===== src/rtl/pnm_pkg.sv =====
// Shared types and codes for the raw PNM stream decoder.
`timescale 1ns / 1ps
package pnm_pkg;

    typedef enum logic [1:0] {
        KIND_PIXEL  = 2'd0,
        KIND_HEADER = 2'd1,
        KIND_ERROR  = 2'd2
    } t_kind;

    // Image formats as reported on the result port.
    localparam logic [1:0] FMT_PBM = 2'd0;
    localparam logic [1:0] FMT_PGM = 2'd1;
    localparam logic [1:0] FMT_PPM = 2'd2;

    // Error codes; pixel and header results carry ERR_NONE.
    localparam logic [2:0] ERR_NONE     = 3'd0;
    localparam logic [2:0] ERR_NO_P     = 3'd0;
    localparam logic [2:0] ERR_BAD_TYPE = 3'd1;
    localparam logic [2:0] ERR_MAXVAL   = 3'd2;
    localparam logic [2:0] ERR_NO_WS    = 3'd3;
    localparam logic [2:0] ERR_BAD_NUM  = 3'd4;
    localparam logic [2:0] ERR_TRUNC    = 3'd5;

    // One queued work entry: produces cnt_m1+1 results in the back end.
    typedef struct packed {
        t_kind      kind;
        logic [7:0] data;
        logic [1:0] fmt;
        logic [2:0] err;
        logic [2:0] cnt_m1;
        logic       pbm;
        logic       frame;
    } t_cmd;

endpackage


===== src/rtl/pnm_front.sv =====
// Header parser and raster classifier: turns each byte into at most one work entry.
`timescale 1ns / 1ps
module pnm_front #(
    parameter int DIM_BITS = 16
) (
    input  logic                i_clk,
    input  logic                i_rst_n,
    input  logic                i_in_valid,
    output logic                o_in_ready,
    input  logic [7:0]          i_byte_in,
    input  logic                i_file_end,
    input  logic                i_q_full,
    output logic                o_push,
    output pnm_pkg::t_cmd       o_cmd,
    output logic [DIM_BITS-1:0] o_cmd_width,
    output logic [DIM_BITS-1:0] o_cmd_height
);
    import pnm_pkg::*;

    localparam logic [7:0] CH_P    = 8'h50;
    localparam logic [7:0] CH_4    = 8'h34;
    localparam logic [7:0] CH_6    = 8'h36;
    localparam logic [7:0] CH_0    = 8'h30;
    localparam logic [7:0] CH_9    = 8'h39;
    localparam logic [7:0] CH_HASH = 8'h23;
    localparam logic [7:0] CH_SP   = 8'h20;
    localparam logic [7:0] CH_TAB  = 8'h09;
    localparam logic [7:0] CH_CR   = 8'h0D;
    localparam logic [7:0] CH_LF   = 8'h0A;

    localparam int CW = DIM_BITS + 2;  // sample count in a row, up to 3x width

    typedef enum logic [3:0] {
        PH_MAGIC, PH_TYPE, PH_GAP_FIRST, PH_GAP, PH_COMMENT,
        PH_NUMBER, PH_RASTER, PH_DONE, PH_DRAIN
    } t_phase;

    t_phase              r_phase,  n_phase;
    logic [1:0]          r_fmt,    n_fmt;
    logic [DIM_BITS-1:0] r_accum,  n_accum;
    logic [1:0]          r_field,  n_field;
    logic [DIM_BITS-1:0] r_width,  n_width;
    logic [DIM_BITS-1:0] r_height, n_height;
    logic [DIM_BITS-1:0] r_row,    n_row;
    logic [CW-1:0]       r_col,    n_col;
    logic [CW-1:0]       r_limit,  n_limit;

    logic                accept;
    logic                emit;
    logic                is_ws;
    logic                is_digit;
    logic [7:0]          digit_b;
    logic [7:0]          type_b;
    logic [DIM_BITS+3:0] acc_ext;
    logic [DIM_BITS+3:0] prod;
    logic [CW-1:0]       width_ext;
    logic [CW-1:0]       width3;
    logic [CW-1:0]       remaining;
    logic [3:0]          take;
    logic [CW-1:0]       col_next;
    logic [DIM_BITS:0]   row_next;
    logic [1:0]          last_field;
    t_cmd                cmd;

    assign o_in_ready = !i_q_full;
    assign accept     = i_in_valid && o_in_ready;

    assign is_ws    = (i_byte_in == CH_SP) || (i_byte_in == CH_TAB) ||
                      (i_byte_in == CH_CR) || (i_byte_in == CH_LF);
    assign is_digit = (i_byte_in >= CH_0) && (i_byte_in <= CH_9);
    assign digit_b  = i_byte_in - CH_0;
    assign type_b   = i_byte_in - CH_4;

    // accum * 10 + digit, with four guard bits for overflow detection
    assign acc_ext = {4'b0, r_accum};
    assign prod    = (acc_ext << 3) + (acc_ext << 1) + {{DIM_BITS{1'b0}}, digit_b[3:0]};

    assign width_ext = {2'b0, r_width};
    assign width3    = (width_ext << 1) + width_ext;

    assign remaining = r_limit - r_col;
    assign take      = (r_fmt != FMT_PBM) ? 4'd1 :
                       (remaining >= CW'(8)) ? 4'd8 : remaining[3:0];
    assign col_next  = r_col + {{(CW-4){1'b0}}, take};
    assign row_next  = {1'b0, r_row} + {{DIM_BITS{1'b0}}, 1'b1};

    assign last_field = (r_fmt == FMT_PBM) ? 2'd1 : 2'd2;

    always_comb begin
        n_phase  = r_phase;
        n_fmt    = r_fmt;
        n_accum  = r_accum;
        n_field  = r_field;
        n_width  = r_width;
        n_height = r_height;
        n_row    = r_row;
        n_col    = r_col;
        n_limit  = r_limit;
        emit       = 1'b0;
        cmd.kind   = KIND_PIXEL;
        cmd.data   = 8'd0;
        cmd.fmt    = r_fmt;
        cmd.err    = ERR_NONE;
        cmd.cnt_m1 = 3'd0;
        cmd.pbm    = 1'b0;
        cmd.frame  = 1'b0;

        if (i_file_end) begin
            if (r_phase != PH_MAGIC && r_phase != PH_DONE && r_phase != PH_DRAIN) begin
                emit     = 1'b1;
                cmd.kind = KIND_ERROR;
                cmd.err  = ERR_TRUNC;
            end
            n_phase  = PH_MAGIC;
            n_fmt    = 2'd0;
            n_accum  = '0;
            n_field  = 2'd0;
            n_width  = '0;
            n_height = '0;
            n_row    = '0;
            n_col    = '0;
        end else begin
            unique case (r_phase)
                PH_MAGIC: begin
                    if (i_byte_in != CH_P) begin
                        emit = 1'b1; cmd.kind = KIND_ERROR; cmd.err = ERR_NO_P;
                        n_phase = PH_DRAIN;
                    end else begin
                        n_phase = PH_TYPE;
                    end
                end
                PH_TYPE: begin
                    if (i_byte_in < CH_4 || i_byte_in > CH_6) begin
                        emit = 1'b1; cmd.kind = KIND_ERROR; cmd.err = ERR_BAD_TYPE;
                        n_phase = PH_DRAIN;
                    end else begin
                        n_fmt   = type_b[1:0];
                        n_phase = PH_GAP_FIRST;
                    end
                end
                PH_GAP_FIRST, PH_GAP: begin
                    if (is_ws) begin
                        n_phase = PH_GAP;
                    end else if (i_byte_in == CH_HASH) begin
                        n_phase = PH_COMMENT;
                    end else if (r_phase == PH_GAP_FIRST) begin
                        emit = 1'b1; cmd.kind = KIND_ERROR; cmd.err = ERR_NO_WS;
                        n_phase = PH_DRAIN;
                    end else if (!is_digit) begin
                        emit = 1'b1; cmd.kind = KIND_ERROR; cmd.err = ERR_BAD_NUM;
                        n_phase = PH_DRAIN;
                    end else begin
                        n_accum = DIM_BITS'(digit_b[3:0]);
                        n_phase = PH_NUMBER;
                    end
                end
                PH_COMMENT: begin
                    if (i_byte_in == CH_CR || i_byte_in == CH_LF) n_phase = PH_GAP;
                end
                PH_NUMBER: begin
                    if (is_digit) begin
                        n_accum = prod[DIM_BITS-1:0];
                        if (prod[DIM_BITS+3:DIM_BITS] != 4'd0) begin
                            emit = 1'b1; cmd.kind = KIND_ERROR; cmd.err = ERR_BAD_NUM;
                            n_phase = PH_DRAIN;
                        end
                    end else begin
                        // number ends here
                        n_accum = '0;
                        if (r_field == 2'd0) n_width = r_accum;
                        else if (r_field == 2'd1) n_height = r_accum;
                        if (r_field >= last_field) begin
                            if (r_fmt != FMT_PBM && r_accum != DIM_BITS'(255)) begin
                                emit = 1'b1; cmd.kind = KIND_ERROR; cmd.err = ERR_MAXVAL;
                                n_phase = PH_DRAIN;
                            end else if (!is_ws) begin
                                emit = 1'b1; cmd.kind = KIND_ERROR; cmd.err = ERR_NO_WS;
                                n_phase = PH_DRAIN;
                            end else begin
                                emit     = 1'b1;
                                cmd.kind = KIND_HEADER;
                                n_row    = '0;
                                n_col    = '0;
                                n_limit  = (r_fmt == FMT_PPM) ? width3 : width_ext;
                                if (n_width == '0 || n_height == '0) begin
                                    cmd.frame = 1'b1;
                                    n_phase   = PH_DONE;
                                end else begin
                                    n_phase = PH_RASTER;
                                end
                            end
                        end else if (is_ws || i_byte_in == CH_HASH) begin
                            n_field = r_field + 2'd1;
                            n_phase = is_ws ? PH_GAP : PH_COMMENT;
                        end else begin
                            emit = 1'b1; cmd.kind = KIND_ERROR;
                            cmd.err = (r_fmt == FMT_PBM && r_field == 2'd0) ?
                                      ERR_NO_WS : ERR_BAD_NUM;
                            n_phase = PH_DRAIN;
                        end
                    end
                end
                PH_RASTER: begin
                    emit       = 1'b1;
                    cmd.kind   = KIND_PIXEL;
                    cmd.data   = i_byte_in;
                    cmd.pbm    = (r_fmt == FMT_PBM);
                    cmd.cnt_m1 = 3'(take - 4'd1);
                    n_col      = col_next;
                    if (col_next >= r_limit) begin
                        n_col = '0;
                        n_row = row_next[DIM_BITS-1:0];
                        if (row_next >= {1'b0, r_height}) begin
                            n_phase   = PH_DONE;
                            cmd.frame = 1'b1;
                        end
                    end
                end
                default: begin
                    // done or draining: bytes are dropped
                end
            endcase
        end
    end

    assign o_push       = accept && emit;
    assign o_cmd        = cmd;
    assign o_cmd_width  = i_file_end ? r_width  : n_width;
    assign o_cmd_height = i_file_end ? r_height : n_height;

    always_ff @(posedge i_clk) begin
        if (!i_rst_n) begin
            r_phase  <= PH_MAGIC;
            r_fmt    <= 2'd0;
            r_accum  <= '0;
            r_field  <= 2'd0;
            r_width  <= '0;
            r_height <= '0;
            r_row    <= '0;
            r_col    <= '0;
            r_limit  <= '0;
        end else if (accept) begin
            r_phase  <= n_phase;
            r_fmt    <= n_fmt;
            r_accum  <= n_accum;
            r_field  <= n_field;
            r_width  <= n_width;
            r_height <= n_height;
            r_row    <= n_row;
            r_col    <= n_col;
            r_limit  <= n_limit;
        end
    end

endmodule


===== src/rtl/pnm_fifo.sv =====
// Small register queue between the parser and the result expander.
`timescale 1ns / 1ps
module pnm_fifo #(
    parameter int WIDTH = 8,
    parameter int DEPTH = 4
) (
    input  logic             i_clk,
    input  logic             i_rst_n,
    input  logic             i_push,
    input  logic [WIDTH-1:0] i_data,
    output logic             o_full,
    input  logic             i_pop,
    output logic [WIDTH-1:0] o_data,
    output logic             o_empty
);
    localparam int AW = (DEPTH > 1) ? $clog2(DEPTH) : 1;

    logic [WIDTH-1:0] r_mem [DEPTH];
    logic [AW-1:0]    r_wr;
    logic [AW-1:0]    r_rd;
    logic [AW:0]      r_count;
    logic             do_push;
    logic             do_pop;

    assign o_full  = (r_count == (AW+1)'(DEPTH));
    assign o_empty = (r_count == '0);
    assign do_push = i_push && !o_full;
    assign do_pop  = i_pop && !o_empty;
    assign o_data  = r_mem[r_rd];

    always_ff @(posedge i_clk) begin
        if (!i_rst_n) begin
            r_wr    <= '0;
            r_rd    <= '0;
            r_count <= '0;
        end else begin
            if (do_push) r_wr <= (r_wr == AW'(DEPTH - 1)) ? '0 : r_wr + AW'(1);
            if (do_pop)  r_rd <= (r_rd == AW'(DEPTH - 1)) ? '0 : r_rd + AW'(1);
            case ({do_push, do_pop})
                2'b10:   r_count <= r_count + (AW+1)'(1);
                2'b01:   r_count <= r_count - (AW+1)'(1);
                default: r_count <= r_count;
            endcase
        end
    end

    always_ff @(posedge i_clk) begin
        if (do_push) r_mem[r_wr] <= i_data;
    end

endmodule


===== src/rtl/pnm_back.sv =====
// Result expander: plays each queued entry out as one or more result transactions.
`timescale 1ns / 1ps
module pnm_back #(
    parameter int DIM_BITS = 16
) (
    input  logic                i_clk,
    input  logic                i_rst_n,
    input  logic                i_q_empty,
    input  pnm_pkg::t_cmd       i_q_cmd,
    input  logic [DIM_BITS-1:0] i_q_width,
    input  logic [DIM_BITS-1:0] i_q_height,
    output logic                o_pop,
    output logic                o_out_valid,
    input  logic                i_out_ready,
    output logic [1:0]          o_out_kind,
    output logic [7:0]          o_pixel,
    output logic [1:0]          o_image_format,
    output logic [DIM_BITS-1:0] o_image_width,
    output logic [DIM_BITS-1:0] o_image_height,
    output logic [2:0]          o_error_code,
    output logic                o_last_in_run,
    output logic                o_frame_done
);
    import pnm_pkg::*;

    t_cmd                r_cur;
    logic [DIM_BITS-1:0] r_cur_w;
    logic [DIM_BITS-1:0] r_cur_h;
    logic                r_cur_valid;
    logic [2:0]          r_bit;
    logic                r_out_valid;
    logic [1:0]          r_kind;
    logic [7:0]          r_pixel;
    logic [1:0]          r_fmt;
    logic [DIM_BITS-1:0] r_w;
    logic [DIM_BITS-1:0] r_h;
    logic [2:0]          r_err;
    logic                r_last;
    logic                r_frame;

    logic out_free;
    logic cur_last;
    logic emit;

    assign out_free = !r_out_valid || i_out_ready;
    assign cur_last = (r_bit == r_cur.cnt_m1);
    assign emit     = out_free && r_cur_valid;
    assign o_pop    = !i_q_empty && (!r_cur_valid || (emit && cur_last));

    always_ff @(posedge i_clk) begin
        if (!i_rst_n) begin
            r_cur_valid <= 1'b0;
            r_bit       <= 3'd0;
            r_out_valid <= 1'b0;
        end else begin
            if (emit) r_out_valid <= 1'b1;
            else if (i_out_ready) r_out_valid <= 1'b0;
            if (o_pop) begin
                r_cur_valid <= 1'b1;
                r_bit       <= 3'd0;
            end else if (emit) begin
                if (cur_last) r_cur_valid <= 1'b0;
                else r_bit <= r_bit + 3'd1;
            end
        end
    end

    always_ff @(posedge i_clk) begin
        if (o_pop) begin
            r_cur   <= i_q_cmd;
            r_cur_w <= i_q_width;
            r_cur_h <= i_q_height;
        end
        if (emit) begin
            r_kind  <= r_cur.kind;
            // bitmap bytes go out MSB first
            r_pixel <= r_cur.pbm ? {7'b0, r_cur.data[3'd7 - r_bit]} : r_cur.data;
            r_fmt   <= r_cur.fmt;
            r_w     <= r_cur_w;
            r_h     <= r_cur_h;
            r_err   <= r_cur.err;
            r_last  <= cur_last;
            r_frame <= cur_last && r_cur.frame;
        end
    end

    assign o_out_valid    = r_out_valid;
    assign o_out_kind     = r_kind;
    assign o_pixel        = r_pixel;
    assign o_image_format = r_fmt;
    assign o_image_width  = r_w;
    assign o_image_height = r_h;
    assign o_error_code   = r_err;
    assign o_last_in_run  = r_last;
    assign o_frame_done   = r_frame;

endmodule


===== src/rtl/pnm_raw_stream_decoder.sv =====
// Raw PNM (P4/P5/P6) byte-stream decoder, top level.
// A byte accepted by the parser is registered in the queue, then in the expander's
// current entry, then in the result port. Throughput: one byte per cycle for PGM/PPM
// while the queue has room and the sink is ready; a PBM byte yields up to 8 pixels.
// The parser keeps taking bytes while the queue has room, so header bytes and
// short bytes overlap with the expansion of earlier bitmap bytes.
// Reset (i_rst_n low, synchronous) empties the queue and returns to waiting for 'P'.
`timescale 1ns / 1ps
module pnm_raw_stream_decoder #(
    parameter int DIM_BITS   = 16,
    parameter int FIFO_DEPTH = 4
) (
    input  logic                i_clk,
    input  logic                i_rst_n,
    input  logic                i_in_valid,
    output logic                o_in_ready,
    input  logic [7:0]          i_byte_in,
    input  logic                i_file_end,
    output logic                o_out_valid,
    input  logic                i_out_ready,
    output logic [1:0]          o_out_kind,
    output logic [7:0]          o_pixel,
    output logic [1:0]          o_image_format,
    output logic [DIM_BITS-1:0] o_image_width,
    output logic [DIM_BITS-1:0] o_image_height,
    output logic [2:0]          o_error_code,
    output logic                o_last_in_run,
    output logic                o_frame_done
);
    import pnm_pkg::*;

    // queue entry: command plus the width/height snapshot at the time of the transaction
    localparam int QW = $bits(t_cmd) + 2 * DIM_BITS;

    logic                push;
    t_cmd                push_cmd;
    logic [DIM_BITS-1:0] push_w;
    logic [DIM_BITS-1:0] push_h;
    logic                q_full;
    logic                q_empty;
    logic                pop;
    logic [QW-1:0]       q_wdata;
    logic [QW-1:0]       q_rdata;
    t_cmd                q_cmd;
    logic [DIM_BITS-1:0] q_w;
    logic [DIM_BITS-1:0] q_h;

    // Front end: header parsing, raster bookkeeping; one byte per cycle unless q_full.
    pnm_front #(
        .DIM_BITS (DIM_BITS)
    ) u_front (
        .i_clk        (i_clk),
        .i_rst_n      (i_rst_n),
        .i_in_valid   (i_in_valid),
        .o_in_ready   (o_in_ready),
        .i_byte_in    (i_byte_in),
        .i_file_end   (i_file_end),
        .i_q_full     (q_full),
        .o_push       (push),
        .o_cmd        (push_cmd),
        .o_cmd_width  (push_w),
        .o_cmd_height (push_h)
    );

    assign q_wdata = {push_cmd, push_w, push_h};

    // Decoupling queue: lets the parser run ahead while bitmap bytes expand.
    pnm_fifo #(
        .WIDTH (QW),
        .DEPTH (FIFO_DEPTH)
    ) u_fifo (
        .i_clk   (i_clk),
        .i_rst_n (i_rst_n),
        .i_push  (push),
        .i_data  (q_wdata),
        .o_full  (q_full),
        .i_pop   (pop),
        .o_data  (q_rdata),
        .o_empty (q_empty)
    );

    assign q_cmd = t_cmd'(q_rdata[QW-1 -: $bits(t_cmd)]);
    assign q_w   = q_rdata[2*DIM_BITS-1:DIM_BITS];
    assign q_h   = q_rdata[DIM_BITS-1:0];

    // Back end: one result per cycle while the sink is ready, into a registered output.
    pnm_back #(
        .DIM_BITS (DIM_BITS)
    ) u_back (
        .i_clk          (i_clk),
        .i_rst_n        (i_rst_n),
        .i_q_empty      (q_empty),
        .i_q_cmd        (q_cmd),
        .i_q_width      (q_w),
        .i_q_height     (q_h),
        .o_pop          (pop),
        .o_out_valid    (o_out_valid),
        .i_out_ready    (i_out_ready),
        .o_out_kind     (o_out_kind),
        .o_pixel        (o_pixel),
        .o_image_format (o_image_format),
        .o_image_width  (o_image_width),
        .o_image_height (o_image_height),
        .o_error_code   (o_error_code),
        .o_last_in_run  (o_last_in_run),
        .o_frame_done   (o_frame_done)
    );

endmodule


===== config.mk =====
export PLATFORM = sky130hd
export DESIGN_NAME = pnm_raw_stream_decoder
export DESIGN_NICKNAME = d
export VERILOG_FILES = /design/src/rtl/pnm_pkg.sv /design/src/rtl/pnm_front.sv /design/src/rtl/pnm_fifo.sv /design/src/rtl/pnm_back.sv /design/src/rtl/pnm_raw_stream_decoder.sv
export SDC_FILE = /design/constraint.sdc
export NUM_CORES = 1
export LEC_CHECK = 0
export BUFFER_PORTS_ARGS = -buffer_cell sky130_fd_sc_hd__buf_2
export CAP_MARGIN = 20
export CORE_UTILIZATION = 60
export CTS_CLUSTER_DIAMETER = 100
export DETAILED_ROUTE_END_ITERATION = 12
export HOLD_SLACK_MARGIN = 0.05
export PLACE_DENSITY = 0.85
export SKIP_CTS_REPAIR_TIMING = 1
export SYNTH_ARGS = -nofsm -noshare
export SYNTH_HDL_FRONTEND = slang
export SYNTH_SLANG_ARGS = --single-unit

===== constraint.sdc =====
create_clock -name i_clk -period 7.9 [get_ports i_clk]
set_input_delay 0.79 -clock i_clk [delete_from_list [all_inputs] [get_ports i_clk]]
set_output_delay 0.79 -clock i_clk [all_outputs]
set_load 0.02 [all_outputs]

# Yosys cells after proc, flatten, opt, wreduce, memory -nomap -nowiden
# Memory sizes are Yosys's and may differ from the RTL's. A register that Yosys moved wholly into a read port is not among the register bits.
# Cells that the tools add are included.
# totals
reg_bits	169
latch_bits	0
mem_bits_rw	208
romBits	0
inputBits	13
output_inout_bits	51
wordCells	286
memories	1
# classes
add_sub_neg	16
mul	0
div	0
n_lt_le_gt_ge	9
n_eq_ne	38
shift	0
n_mux	137
bitwise_logic	5
n_reduce_logical	56
# memory_table
memory	depth	word_bits	read_ports	rd_ports_with_merged_regs	write_ports	line	source
u_fifo.r_mem	4	52	1	1	1	pnm_fifo.sv:18	logic [WIDTH-1:0] r_mem [DEPTH];
# op_table
cell	n
16-bit two-way mux	29
18-bit two-way mux	7
4-bit two-way mux	19
16-bit one-hot mux with 2 select lines	2
2-bit two-way mux	26
3-bit two-way mux	13
18-bit one-hot mux with 2 select lines	1
16-bit zero test	2
1-bit two-way mux	30
8-bit by 4-bit == test with 1-bit output (second input constant)	3
4-bit one-hot mux with 6 select lines	1
19-bit by 17-bit adder with 20-bit output	1
20-bit by 4-bit adder with 20-bit output	1
17-bit by 16-bit adder with 18-bit output	1
18-bit by 4-bit adder with 18-bit output	1
18-bit greater-or-equal comparator	1
18-bit by 4-bit greater-or-equal comparator with 1-bit output (second input constant)	1
3-bit by 2-bit inequality test with 1-bit output (second input constant)	6
6-bit AND reduction	3
18-bit subtractor	1
16-bit by 1-bit adder with 17-bit output (second input constant)	1
17-bit by 16-bit greater-or-equal comparator with 1-bit output	1
8-bit by 6-bit == test with 1-bit output (second input constant)	2
8-bit two-way mux	2
other kinds (48)	106

# Depth between registers and ports, before layout
# Gate-level depths: netlist (run 1).
# depth
ltp_word	15
ltp_mapped	30
depth_no_buf	29

# Hierarchy
# From an unflattened synthesis (run 1), not the netlist that was laid out.
# hier_totals
hier_cells	1764
hier_area_um2	21354.2
# modules_own_cells
mod	n_inst	cells_per_inst	area_per_inst_um2
pnm_front	1	1294	9843.2
pnm_fifo	1	328	8059.0
pnm_back	1	142	3452.1

# Least setup slack after synthesis (run 1)
# No wires, ideal clock.
# synth_path
path_type	register -> register
from	register u_front.r_col[4]
to	register u_front.r_row[2]
arrival_ns	6.365
t_required_ns	7.830
slack_ns	1.465
path_stages_with_launch	30
n_path_buf	2
cell_sequence	dfxtp_1 -> inv_1 -> ha_1 -> buf_2 -> a211o_1 -> a31oi_1 -> nand2_1 -> o311ai_1 -> or3b_1 -> nor4b_1 -> o2111a_1 -> a21o_1 -> ha_1 -> inv_1 -> fa_1 -> inv_1 -> a21o_1 -> a21oi_1 -> nor4_1 -> nand3_1 -> xnor2_1 -> ha_1 -> o2111ai_1 -> nor4_1 -> o211ai_1 -> and3_1 -> clkbuf_1 -> nor2_1 -> nand3_1 -> a21oi_1
# synth_between
elab_chain_len	8
# synth_lines
element	line	source
start: declaration	pnm_front.sv:45	logic [CW-1:0] r_col, n_col;
start signal: assignment	pnm_front.sv:250	r_col <= n_col;
18-bit subtractor	pnm_front.sv:81	assign remaining = r_limit - r_col;
18-bit by 4-bit greater-or-equal comparator with 1-bit output	pnm_front.sv:83	(remaining >= CW'(8)) ? 4'd8 : remaining[3:0];
4-bit two-way mux	pnm_front.sv:83	
4-bit two-way mux	pnm_front.sv:82	assign take = (r_fmt != FMT_PBM) ? 4'd1 :
18-bit by 4-bit adder with 18-bit output (*)	pnm_front.sv:84	assign col_next = r_col + {{(CW-4){1'b0}}, take};
18-bit greater-or-equal comparator (*)	pnm_front.sv:210	if (col_next >= r_limit) begin
3-bit by 2-bit inequality test with 1-bit output (no source line) (*)	n/a	
7-bit AND reduction (no source line) (*)	n/a	
end signal: assignment	pnm_front.sv:249	r_row <= n_row;
end: declaration	pnm_front.sv:44	logic [DIM_BITS-1:0] r_row, n_row;
# Every way passes the cells marked *; elsewhere a longest branch is shown, timed or not.
# A chain may end at the register's enable or synchronous reset.

# Worst setup path after layout (run 1)
# Ends and elaborated chain as after synthesis.

==> impl_metrics.env, run 1 <==
export IMPL_outcome="completed"
export IMPL_viasPerCell=6.61
export IMPL_clockRootBuffer="clkbuf_16"
export IMPL_power_leakage_nw=8.79
export IMPL_finalHoldViolations=0
export IMPL_routed_wirelength_um=55600
export IMPL_antenna_found_initial=0
export IMPL_ys_types=77
export IMPL_core_area_um2=34900
export IMPL_first_global_vias=15300
export IMPL_p_sw_w=0.00161
export IMPL_rsz0062_at_grt="no"
export IMPL_drc=0
export IMPL_antenna_cells=0
export IMPL_synth_area_leader_cell="edfxtp_1"
export IMPL_io_buffers=63
export IMPL_hp_start="u_back.r_cur_h[15]$_DFFE_PP_"
export IMPL_power_share_clock_pct=35.5
export IMPL_skew_ns=0.0132
export IMPL_grt_util_all_layers_pct=30.6
export IMPL_synthAdderAreaFrac_pct=7.25
export IMPL_cp_start_kind="flip-flop"
export IMPL_tightest_slew_ns=1.06
export IMPL_synth_nets=1980
export IMPL_clk_path_buf_depth=3
export IMPL_synth_most_common_cell="edfxtp_1"
export IMPL_die_x_um=191
export IMPL_yosysWarnings=0
export IMPL_synthXorXnorAreaFrac_pct=2.53
export IMPL_synth_cells=1846
export IMPL_worstPathArrival_ns=7.71
export IMPL_io_pins=64
export IMPL_holdPathStages=0
export IMPL_p_int_w=0.00446
export IMPL_synth_edf_count=309
export IMPL_reg2reg_setup_slack_ns=0.66
export IMPL_maxCapViolations=0
export IMPL_swShare_pct=26.5
export IMPL_syn_cell_area_um2=21500
export IMPL_reg2reg_from="u_front.r_col[4]$_SDFFE_PN0P_"
export IMPL_dp_hpwl_um=36200
export IMPL_cp_end_kind="flip-flop"
export IMPL_fp_dieArea_um2=36600
export IMPL_avgSynthCellArea_um2=11.6
export IMPL_synth_flop_cell="edfxtp_1"
export IMPL_grt_ovfl_total=0
export IMPL_wl_per_cell_um=23.3
export IMPL_grt_pass1_wl_um=85500
export IMPL_synthArstFlopShare_pct=0
export IMPL_drtPass1Iterations=6
export IMPL_muxShareOfSynthArea_pct=7.15
export IMPL_power_density_nw_per_um2=256
export IMPL_start_util_pct=61.6
export IMPL_cts_sinks=429
export IMPL_synth_top_area_share_pct=43.2
export IMPL_final_nets=2030
export IMPL_hold_class="flip-flop to flip-flop"
export IMPL_combPwrFrac_pct=16.0
export IMPL_synthTopCellsByArea="edfxtp_1 (43%), dfxtp_1 (11%), ha_1 (6.7%)"
export IMPL_synth_top_cells_by_count="edfxtp_1 (309), nor2_1 (153), nand2_1 (133), a21oi_1 (122), dfxtp_1 (120)"
export IMPL_yosysSeqAreaShare_pct=54.4
export IMPL_cts_buffers=43
export IMPL_fin_crit_ns=7.24
export IMPL_seqPwrFrac_pct=48.5
export IMPL_max_stage_delay_ns=0.56
export IMPL_multiInputGateArea_um2=9160
export IMPL_clkLatencyLatePin_ns=0.55
export IMPL_cp_slowest_cell="nor2_1"
export IMPL_met1_usage_pct=39.6
export IMPL_grt_max_degree=80
export IMPL_tns_ns=0
export IMPL_clkTransAtPathRegs_ns=0.06
export IMPL_layout_drive_gt1_share_pct=12.7
export IMPL_detail_route_iter0_violations=1524
export IMPL_final_antenna_net_count=0
export IMPL_synth_compound_area_share_pct=12.8
export IMPL_place_congestion=0.934
export IMPL_fillers=2411
export IMPL_top_usage_layer="met2"
export IMPL_register_area_um2=11700
export IMPL_slew_limit_headroom_pct=29.2
export IMPL_die_h_um=191
export IMPL_fmax_ghz=0.138
export IMPL_fin_crit_sh_pct=91.6
export IMPL_htreeDepth=2
export IMPL_synth_seq_cells=429
export IMPL_grtUsageMet3_pct=4.85
export IMPL_power_total_w=0.00607
export IMPL_critical_path_required_ns=8.37
export IMPL_ir_worst_vdd_mv=0.263
export IMPL_use_met2_pct=52.1
export IMPL_r2r_end="u_front.r_row[2]$_SDFFE_PN0P_"
export IMPL_cts_tree="done"
export IMPL_row_count=68
export IMPL_synth_top_family_by_area="simple AND/OR/NAND/NOR gates"
export IMPL_vias=15800
export IMPL_whs_endpoint="u_back.o_image_height[15]$_DFFE_PP_"
export IMPL_r2r_cells=28
export IMPL_setup_violations=0
export IMPL_critPathMaxFanout=12
export IMPL_syn_to_final_growth_pct=10.3
export IMPL_synth_simple_area_share_pct=12.8
export IMPL_drv_slew=0
export IMPL_critPathKind="flip-flop to flip-flop"
==> placed cells by master, fill, tap and decap left out, drive strengths merged, types with 14 or more instances in the layout <==
cell    instances
nand4          16
a21o           29
o21ai          85
nand3          68
a21oi         122
inv            86
mux2i          14
xnor2          37
mux4           54
nor4           23
nor2b          26
o21a           17
a22oi          45
xor2           25
mux2           16
nand2         133
ha            115
a211oi         22
dfxtp         120
nor3           35
clkbuf         58
edfxtp        309
buf            84
nand2b         18
nor2          153
and2           22
==> area by class of cell <==
type / instances / share of cell area, %
Sequential cell: 429 / 49.3
Multi-Input combinational cell: 1251 / 38.7
Clock buffer: 58 / 4.99
Tap cell: 455 / 2.40
Timing Repair Buffer: 84 / 1.99
Inverter: 87 / 1.38
Clock inverter: 21 / 1.29
==> worst max-delay path by stage <==
stage | startpoint | end | slack (ns)
2_1_floorplan | u_front.r_col[4]$_SDFFE_PN0P_ | u_front.r_row[2]$_SDFFE_PN0P_ | 1.46
3_3_place_gp | u_front.r_col[4]$_SDFFE_PN0P_ | u_front.r_phase[3]$_SDFFE_PN0P_ | 1.11
3_5_place_dp | u_front.r_col[4]$_SDFFE_PN0P_ | u_front.r_row[3]$_SDFFE_PN0P_ | 0.83
4_1_cts | u_front.r_col[4]$_SDFFE_PN0P_ | u_front.r_phase[0]$_SDFFE_PN0P_ | 0.76
5_1_grt | u_front.r_col[4]$_SDFFE_PN0P_ | u_front.r_row[5]$_SDFFE_PN0P_ | 0.1
6_report | u_front.r_col[4]$_SDFFE_PN0P_ | u_front.r_row[2]$_SDFFE_PN0P_ | 0.66
==> sequential cells by signal, summed over array words and instances (netlist names), 18 cells and up <==
register and flops:
u_fifo.r_mem 208, u_front.r_limit 18, u_front.r_col 18, u_back.r_cur 20
==> worst max-delay path, delay by kind of cell (launching register included) <==
| kind | cells | cell delay, ns |
|---|---|---|
| AOI/OAI and AO/OA | 10 | 2.26 |
| adders and majority gates | 4 | 1.27 |
| buffers and inverters | 4 | 0.40 |
| DFF | 1 | 0.42 |
| and+or+nand+nor | 9 | 2.65 |
| xor gates and xnor gates | 1 | 0.15 |
==> power groups by stage <==
stage	clock network [W]	logic [W]	registers, W
2_1_floorplan	0	0.000595	0.00303
3_3_place_gp	0	0.000902	0.00296
3_5_place_dp	0	0.000958	0.00298
4_1_cts	0.00216	0.000979	0.00295
5_1_grt	0.00224	0.00103	0.00297
6_report	0.00215	0.000971	0.00294
==> cell families after synthesis <==
logic type / after synthesis
compound gates: 419
xor+xnor: 62
fa+ha+maj: 121
flops: 429
mux: 84
buf+inv: 166
simple gates: 565
==> metrics by stage <==
stage / instances / util [%] / cell area, um^2 / hold slack (ns) / worst slack, ns
2_1_floorplan: 1846 / - / 21500 / 0.400 / 1.46
3_3_place_gp: 2305 / 63.7 / 22200 / 0.401 / 1.11
3_5_place_dp: 2305 / 63.7 / 22200 / 0.405 / 0.833
4_1_cts: 2384 / 67.9 / 23700 / 0.418 / 0.762
5_1_grt: 2385 / 68.0 / 23700 / 0.430 / 0.0966
6_report: 2385 / 68.0 / 23700 / 0.418 / 0.662
==> per-layer routing <==
metal | routed length [um] | part of all wire [%] | vias up
met1 | 22000 | 40 | 7684
met5 | 0 | 0 | -
met3 | 4290 | 7.7 | 148
li1 | - | - | 7073
met2 | 27300 | 49 | 849
met4 | 1940 | 3.5 | 0
(Power assumes the default switching activity.)
==> run 2, diff against run 1 <==
--- a/config.mk
+++ b/config.mk
@@ -8,6 +8,7 @@
 export BUFFER_PORTS_ARGS = -buffer_cell sky130_fd_sc_hd__buf_2
 export CAP_MARGIN = 20
 export CORE_UTILIZATION = 60
+export CTS_BUF_LIST = sky130_fd_sc_hd__clkbuf_16
 export CTS_CLUSTER_DIAMETER = 100
 export DETAILED_ROUTE_END_ITERATION = 12
 export HOLD_SLACK_MARGIN = 0.05
==> impl_metrics.env, run 2 (synthesis gave the netlist of run 1 again) <==
export IMPL_outcome="completed"
export IMPL_final_nets=2030
export IMPL_max_stage_delay_ns=0.55
export IMPL_htreeDepth=2
export IMPL_setup_violations=0
export IMPL_routed_wirelength_um=55500
export IMPL_viasPerCell=6.57
export IMPL_largest_reg_flops=208
export IMPL_critPathMaxFanout=12
export IMPL_critPathBufInv=4
export IMPL_clk_path_buf_depth=3
export IMPL_cp_slowest_cell="nor2_1"
export IMPL_met1_usage_pct=39.3
export IMPL_grtUsageMet3_pct=4.52
export IMPL_io_buffers=63
export IMPL_slew_limit_headroom_pct=29.9
export IMPL_ir_worst_vdd_mv=0.262
export IMPL_rsz0062_at_grt="no"
export IMPL_largest_register="u_fifo.r_mem"
export IMPL_first_global_vias=15300
export IMPL_timing_hold_ws_ns=0.418
export IMPL_drv_slew=0
export IMPL_clockRootBuffer="clkbuf_16"
export IMPL_critPathKind="flip-flop to flip-flop"
export IMPL_holdPathStages=0
export IMPL_layout_drive_gt1_share_pct=12.5
export IMPL_top_regs="u_fifo.r_mem: 208 flops, u_back.r_cur: 20 flops"
export IMPL_hp_start="u_back.r_cur_h[15]$_DFFE_PP_"
export IMPL_maxCapViolations=0
export IMPL_r2r_end="u_front.r_row[3]$_SDFFE_PN0P_"
export IMPL_reg2reg_setup_slack_ns=0.66
export IMPL_worstPathArrival_ns=7.71
export IMPL_vias=15700
export IMPL_drtPass1Iterations=8
export IMPL_final_common_cell="edfxtp_1"
export IMPL_power_leakage_nw=8.80
export IMPL_clkTransAtPathRegs_ns=0.06
export IMPL_final_cell_mix="edfxtp_1 (309), nor2_1 (153), nand2_1 (133)"
export IMPL_fin_util_pct=67.8
export IMPL_finalHoldViolations=0
export IMPL_place_congestion=0.934
export IMPL_use_met2_pct=51.7
export IMPL_top_usage_layer="met2"
export IMPL_clkLatencyLatePin_ns=0.55
export IMPL_power_density_nw_per_um2=254
export IMPL_r2r_cells=28
export IMPL_grt_max_degree=80
export IMPL_fin_crit_ns=7.24
export IMPL_io_pins=64
export IMPL_start_util_pct=61.6
export IMPL_dp_hpwl_um=36200
export IMPL_grt_ovfl_total=0
export IMPL_crit_family="simple AND/OR/NAND/NOR gates"
export IMPL_hold_class="flip-flop to flip-flop"
export IMPL_whs_endpoint="u_back.o_image_height[15]$_DFFE_PP_"
export IMPL_cp_start_kind="flip-flop"
export IMPL_tightest_slew_ns=1.05
export IMPL_final_antenna_net_count=0
export IMPL_row_count=68
export IMPL_cts_tree="done"
export IMPL_antenna_found_initial=0
export IMPL_core_area_um2=34900
export IMPL_antenna_cells=0
export IMPL_fmax_ghz=0.138
export IMPL_skew_ns=0.0124
export IMPL_cp_end_kind="flip-flop"
export IMPL_cts_sinks=429
export IMPL_tns_ns=0
export IMPL_drc=0
export IMPL_fin_crit_sh_pct=91.7
export IMPL_syn_to_final_growth_pct=10.1
export IMPL_detail_route_iter0_violations=1385
export IMPL_critical_path_required_ns=8.37
export IMPL_die_h_um=191
export IMPL_cts_buffers=43
export IMPL_reg2reg_from="u_front.r_col[4]$_SDFFE_PN0P_"
export IMPL_grt_util_all_layers_pct=30.4
export IMPL_grt_pass1_wl_um=85100
export IMPL_fp_dieArea_um2=36600
export IMPL_wl_per_cell_um=23.3
export IMPL_die_x_um=191
## run 2: worst register-to-register path, delay by kind of cell, from the launching register on
kind            cells  cell delay, ns
flops               1            0.42
buf+inv             4            0.40
simple gates        9            2.66
compound gates     10            2.28
xor+xnor            1            0.15
fa+ha+maj           4            1.27
## run 2: stage by stage
stage	instance area (um^2)	power, W	setup WS, ns	std cells
5_1_grt	23700	0.00618	0.0970	2385
2_1_floorplan	21500	0.00362	1.46	1846
4_1_cts	23700	0.00602	0.763	2384
6_report	23700	0.00601	0.657	2385
3_5_place_dp	22200	0.00394	0.833	2305
3_3_place_gp	22200	0.00386	1.11	2305
## run 2: layer usage
layer  part of all wire (%)  wire [um]
met4                    3.6       2000
met3                    7.8       4310
met5                      0          0
met2                     49      27200
met1                     40      22000
## run 2: worst max-delay path by stage
stage                                   from                               to  slack, ns  depth (start not counted)
3_5_place_dp   u_front.r_col[4]$_SDFFE_PN0P_    u_front.r_row[3]$_SDFFE_PN0P_       0.83                         28
5_1_grt        u_front.r_col[4]$_SDFFE_PN0P_    u_front.r_row[5]$_SDFFE_PN0P_        0.1                         28
4_1_cts        u_front.r_col[4]$_SDFFE_PN0P_  u_front.r_phase[0]$_SDFFE_PN0P_       0.76                         28
3_3_place_gp   u_front.r_col[4]$_SDFFE_PN0P_  u_front.r_phase[3]$_SDFFE_PN0P_       1.11                         28
6_report       u_front.r_col[4]$_SDFFE_PN0P_    u_front.r_row[3]$_SDFFE_PN0P_       0.66                         28
2_1_floorplan  u_front.r_col[4]$_SDFFE_PN0P_    u_front.r_row[2]$_SDFFE_PN0P_       1.46                         29
## run 2: power breakdown
part | total [W] | switching (W) | internal, W
logic | 0.000975 | 0.000619 | 0.000356
clock network | 0.00209 | 0.000866 | 0.00122
registers | 0.00294 | 0.000125 | 0.00282
total | 0.00601 | 0.00161 | 0.00440
## run 2: final cells by class
class                      count  area, um^2
tap                          455         569
clock buffer                  43        1080
multi-input combinational   1251        9160
inverter                      87         327
fill                        2415       11200
sequential                   429       11700
timing repair buffer          84         473
clock inverter                36         363
==> run 3, diff against run 2 <==
--- a/config.mk
+++ b/config.mk
@@ -7,7 +7,7 @@
 export LEC_CHECK = 0
 export BUFFER_PORTS_ARGS = -buffer_cell sky130_fd_sc_hd__buf_2
 export CAP_MARGIN = 20
-export CORE_UTILIZATION = 60
+export CORE_UTILIZATION = 57
 export CTS_BUF_LIST = sky130_fd_sc_hd__clkbuf_16
 export CTS_CLUSTER_DIAMETER = 100
 export DETAILED_ROUTE_END_ITERATION = 12
@@ -16,4 +16,5 @@
 export SKIP_CTS_REPAIR_TIMING = 1
 export SYNTH_ARGS = -nofsm -noshare
 export SYNTH_HDL_FRONTEND = slang
+export SYNTH_HIERARCHICAL = 1
 export SYNTH_SLANG_ARGS = --single-unit
==> constraint.sdc (replaced) <==
create_clock -name i_clk -period 6.2 [get_ports i_clk]
set_input_delay 0.62 -clock i_clk [delete_from_list [all_inputs] [get_ports i_clk]]
set_output_delay 0.62 -clock i_clk [all_outputs]
set_load 0.02 [all_outputs]
==> impl_metrics.env, run 3 <==
export IMPL_place_congestion=0.949
export IMPL_antenna_found_initial=3
export IMPL_multiInputGateArea_um2=9170
export IMPL_r2r_cells=31
export IMPL_clk_path_buf_depth=3
export IMPL_syn_to_final_growth_pct=14.3
export IMPL_clockRootBuffer="clkbuf_16"
export IMPL_start_util_pct=58.2
export IMPL_top_regs="u_fifo/r_mem: 208 flops, u_back/r_cur: 20 flops"
export IMPL_power_total_w=0.00636
export IMPL_row_count=70
export IMPL_grt_ovfl_total=0
export IMPL_cp_slowest_cell="or4b_4"
export IMPL_critPathMaxFanout=4
export IMPL_max_stage_delay_ns=0.57
export IMPL_maxCapViolations=0
export IMPL_layout_drive_gt1_share_pct=18.9
export IMPL_tightest_slew_ns=1.17
export IMPL_cts_buffers=42
export IMPL_grt_pass1_wl_um=83800
export IMPL_dpl_cell_area_um2=22800
export IMPL_crit_path_end="u_fifo/r_mem[2][32]$_DFFE_PP_"
export IMPL_routed_wirelength_um=54500
export IMPL_synthArstFlopShare_pct=0
export IMPL_cts_tree="done"
export IMPL_rsz0062_at_grt="yes"
export IMPL_r2r_end="u_fifo/r_mem[2][32]$_DFFE_PP_"
export IMPL_hold_class="flip-flop to flip-flop"
export IMPL_dp_hpwl_um=35000
export IMPL_synth_area_leader_cell="edfxtp_1"
export IMPL_register_area_um2=11700
export IMPL_die_x_um=196
export IMPL_reg2reg_setup_slack_ns=-0.34
export IMPL_yosysWarnings=6
export IMPL_fin_crit_sh_pct=105
export IMPL_fin_crit_ns=6.54
export IMPL_wl_per_cell_um=22.6
export IMPL_synth_cells=1764
export IMPL_grt_util_all_layers_pct=28.3
export IMPL_fillers=2464
export IMPL_synth_most_common_cell="edfxtp_1"
export IMPL_power_density_nw_per_um2=261
export IMPL_slew_limit_headroom_pct=21.3
export IMPL_use_met2_pct=48.5
export IMPL_grt_max_degree=92
export IMPL_fin_util_pct=66.5
export IMPL_setup_violations=42
export IMPL_ys_types=85
export IMPL_viasPerCell=6.37
export IMPL_final_nets=2046
export IMPL_first_global_vias=15100
export IMPL_top_usage_layer="met2"
export IMPL_cp_end_kind="flip-flop"
export IMPL_reg2reg_from="u_front/r_limit[0]$_SDFFE_PN0P_"
export IMPL_io_buffers=63
export IMPL_skew_ns=0.0142
export IMPL_synth_edf_count=309
export IMPL_synth_seq_cells=431
export IMPL_ir_worst_vdd_mv=0.211
export IMPL_synth_flop_cell="edfxtp_1"
export IMPL_cts_sinks=431
export IMPL_violations="setup timing"
export IMPL_die_h_um=196
export IMPL_met1_usage_pct=36.2
export IMPL_drc=0
export IMPL_synth_top_cells_by_count="edfxtp_1 (309), dfxtp_1 (122), nand2_1 (117), ha_1 (115), nor2_1 (105)"
export IMPL_outcome="finished, violations left"
export IMPL_fp_dieArea_um2=38200
export IMPL_critPathKind="flip-flop to flip-flop"
export IMPL_drtPass1Iterations=6
export IMPL_clkLatencyLatePin_ns=0.56
export IMPL_detail_route_iter0_violations=1628
export IMPL_setup_slack_ns=-0.338
export IMPL_syn_cell_area_um2=21400
export IMPL_htreeDepth=2
export IMPL_fin_area_um2=24400
export IMPL_vias=15400
export IMPL_place_ws_ns=-0.459
export IMPL_avgSynthCellArea_um2=12.1
export IMPL_io_pins=64
export IMPL_worstPathArrival_ns=6.93
export IMPL_final_common_cell="edfxtp_1"
export IMPL_critical_path_required_ns=6.59
export IMPL_fmax_ghz=0.153
export IMPL_synth_nets=1898
export IMPL_finalHoldViolations=0
export IMPL_largest_reg_flops=208
export IMPL_tns_ns=-11.78
export IMPL_power_leakage_nw=9.07
export IMPL_cp_startpoint="u_front/r_limit[0]$_SDFFE_PN0P_"
export IMPL_final_antenna_net_count=0
export IMPL_core_area_um2=36700
export IMPL_cp_start_kind="flip-flop"
export IMPL_largest_register="u_fifo/r_mem"
export IMPL_drv_slew=0
export IMPL_grtUsageMet3_pct=4.21
export IMPL_synthTopCellsByArea="edfxtp_1 (43%), dfxtp_1 (11%), ha_1 (6.7%)"
export IMPL_final_cell_mix="edfxtp_1 (309), dfxtp_1 (117), nand2_1 (113)"
export IMPL_yosysSeqAreaShare_pct=54.9
export IMPL_clkTransAtPathRegs_ns=0.06
export IMPL_synth_top_area_share_pct=43.5
[run 3: how the worst min path moves through the flow]
stage                                       startpoint                            endpoint  slack [ns]  cells after the start
final                      u_back/r_cur_h[2]$_DFFE_PP_  u_back/o_image_height[2]$_DFFE_PN_        0.42                      0
after global placement    u_back/r_cur_w[13]$_DFFE_PP_  u_back/o_image_width[13]$_DFFE_PN_        0.40                      0
after CTS                                 i_byte_in[0]       u_front/r_fmt[0]$_SDFFE_PN0P_        0.42                      3
after floorplan              u_back/r_cur[5]$_DFFE_PP_    u_back/o_error_code[0]$_DFFE_PN_        0.40                      0
after detailed placement   u_back/r_cur_h[2]$_DFFE_PP_  u_back/o_image_height[2]$_DFFE_PN_        0.41                      0
after global routing       u_back/r_cur_w[8]$_DFFE_PP_   u_back/o_image_width[8]$_DFFE_PN_        0.43                      0
[run 3: worst max-delay path: cells and delay by family (launching register included)]
kind	cells	cell delay, ns
simple gates	9	1.99
xor+xnor	2	0.26
compound gates	12	2.30
flops	1	0.32
fa+ha+maj	5	1.20
buf+inv	3	0.26
[run 3: final cells by class]
cell class | count | share of cell area (%)
Clock buffer | 42 | 4.31
Tap cell | 468 | 2.40
Timing Repair Buffer | 166 | 4.92
Clock inverter | 35 | 1.32
Multi-Input combinational cell | 1180 | 37.6
Inverter | 91 | 1.40
Antenna cell | 3 | 0.0308
Sequential cell | 431 | 48.1
[run 3: metrics by stage]
| stage | cells | hold slack, ns |
|---|---|---|
| floorplan | 1764 | 0.400 |
| global placement | 2322 | 0.401 |
| detailed placement | 2322 | 0.405 |
| CTS | 2399 | 0.418 |
| global route | 2415 | 0.425 |
| finish | 2416 | 0.421 |
[run 3: logic make-up (layout without fill, tap and decap cells)]
logic type | after synthesis | after routing | synth area share [%]
AO/OA/AOI/OAI | 388 | 388 | 12.0
XOR/XNOR | 65 | 65 | 2.74
adder cells (fa/ha/maj) | 121 | 121 | 7.30
buffers and inverters | 153 | 334 | 3.19
flip-flops | 431 | 431 | 54.9
multiplexers | 80 | 80 | 7.07
other | 0 | 3 | 0
AND/OR/NAND/NOR | 526 | 526 | 12.8
[run 3: layer usage]
metal | vias to the layer above | routed length [um] | part of all wire (%)
met3 | 177 | 4130 | 7.6
li1 | 6933 | - | -
met2 | 792 | 26800 | 49
met4 | 0 | 2220 | 4.1
met1 | 7489 | 21400 | 39
met5 | - | 0 | 0
[run 3: power by group]
group          total (W)  internal (W)  switching, W
clock            0.00257       0.00146       0.00112
combinational   0.000491      0.000184      0.000307
sequential       0.00330       0.00324     0.0000606
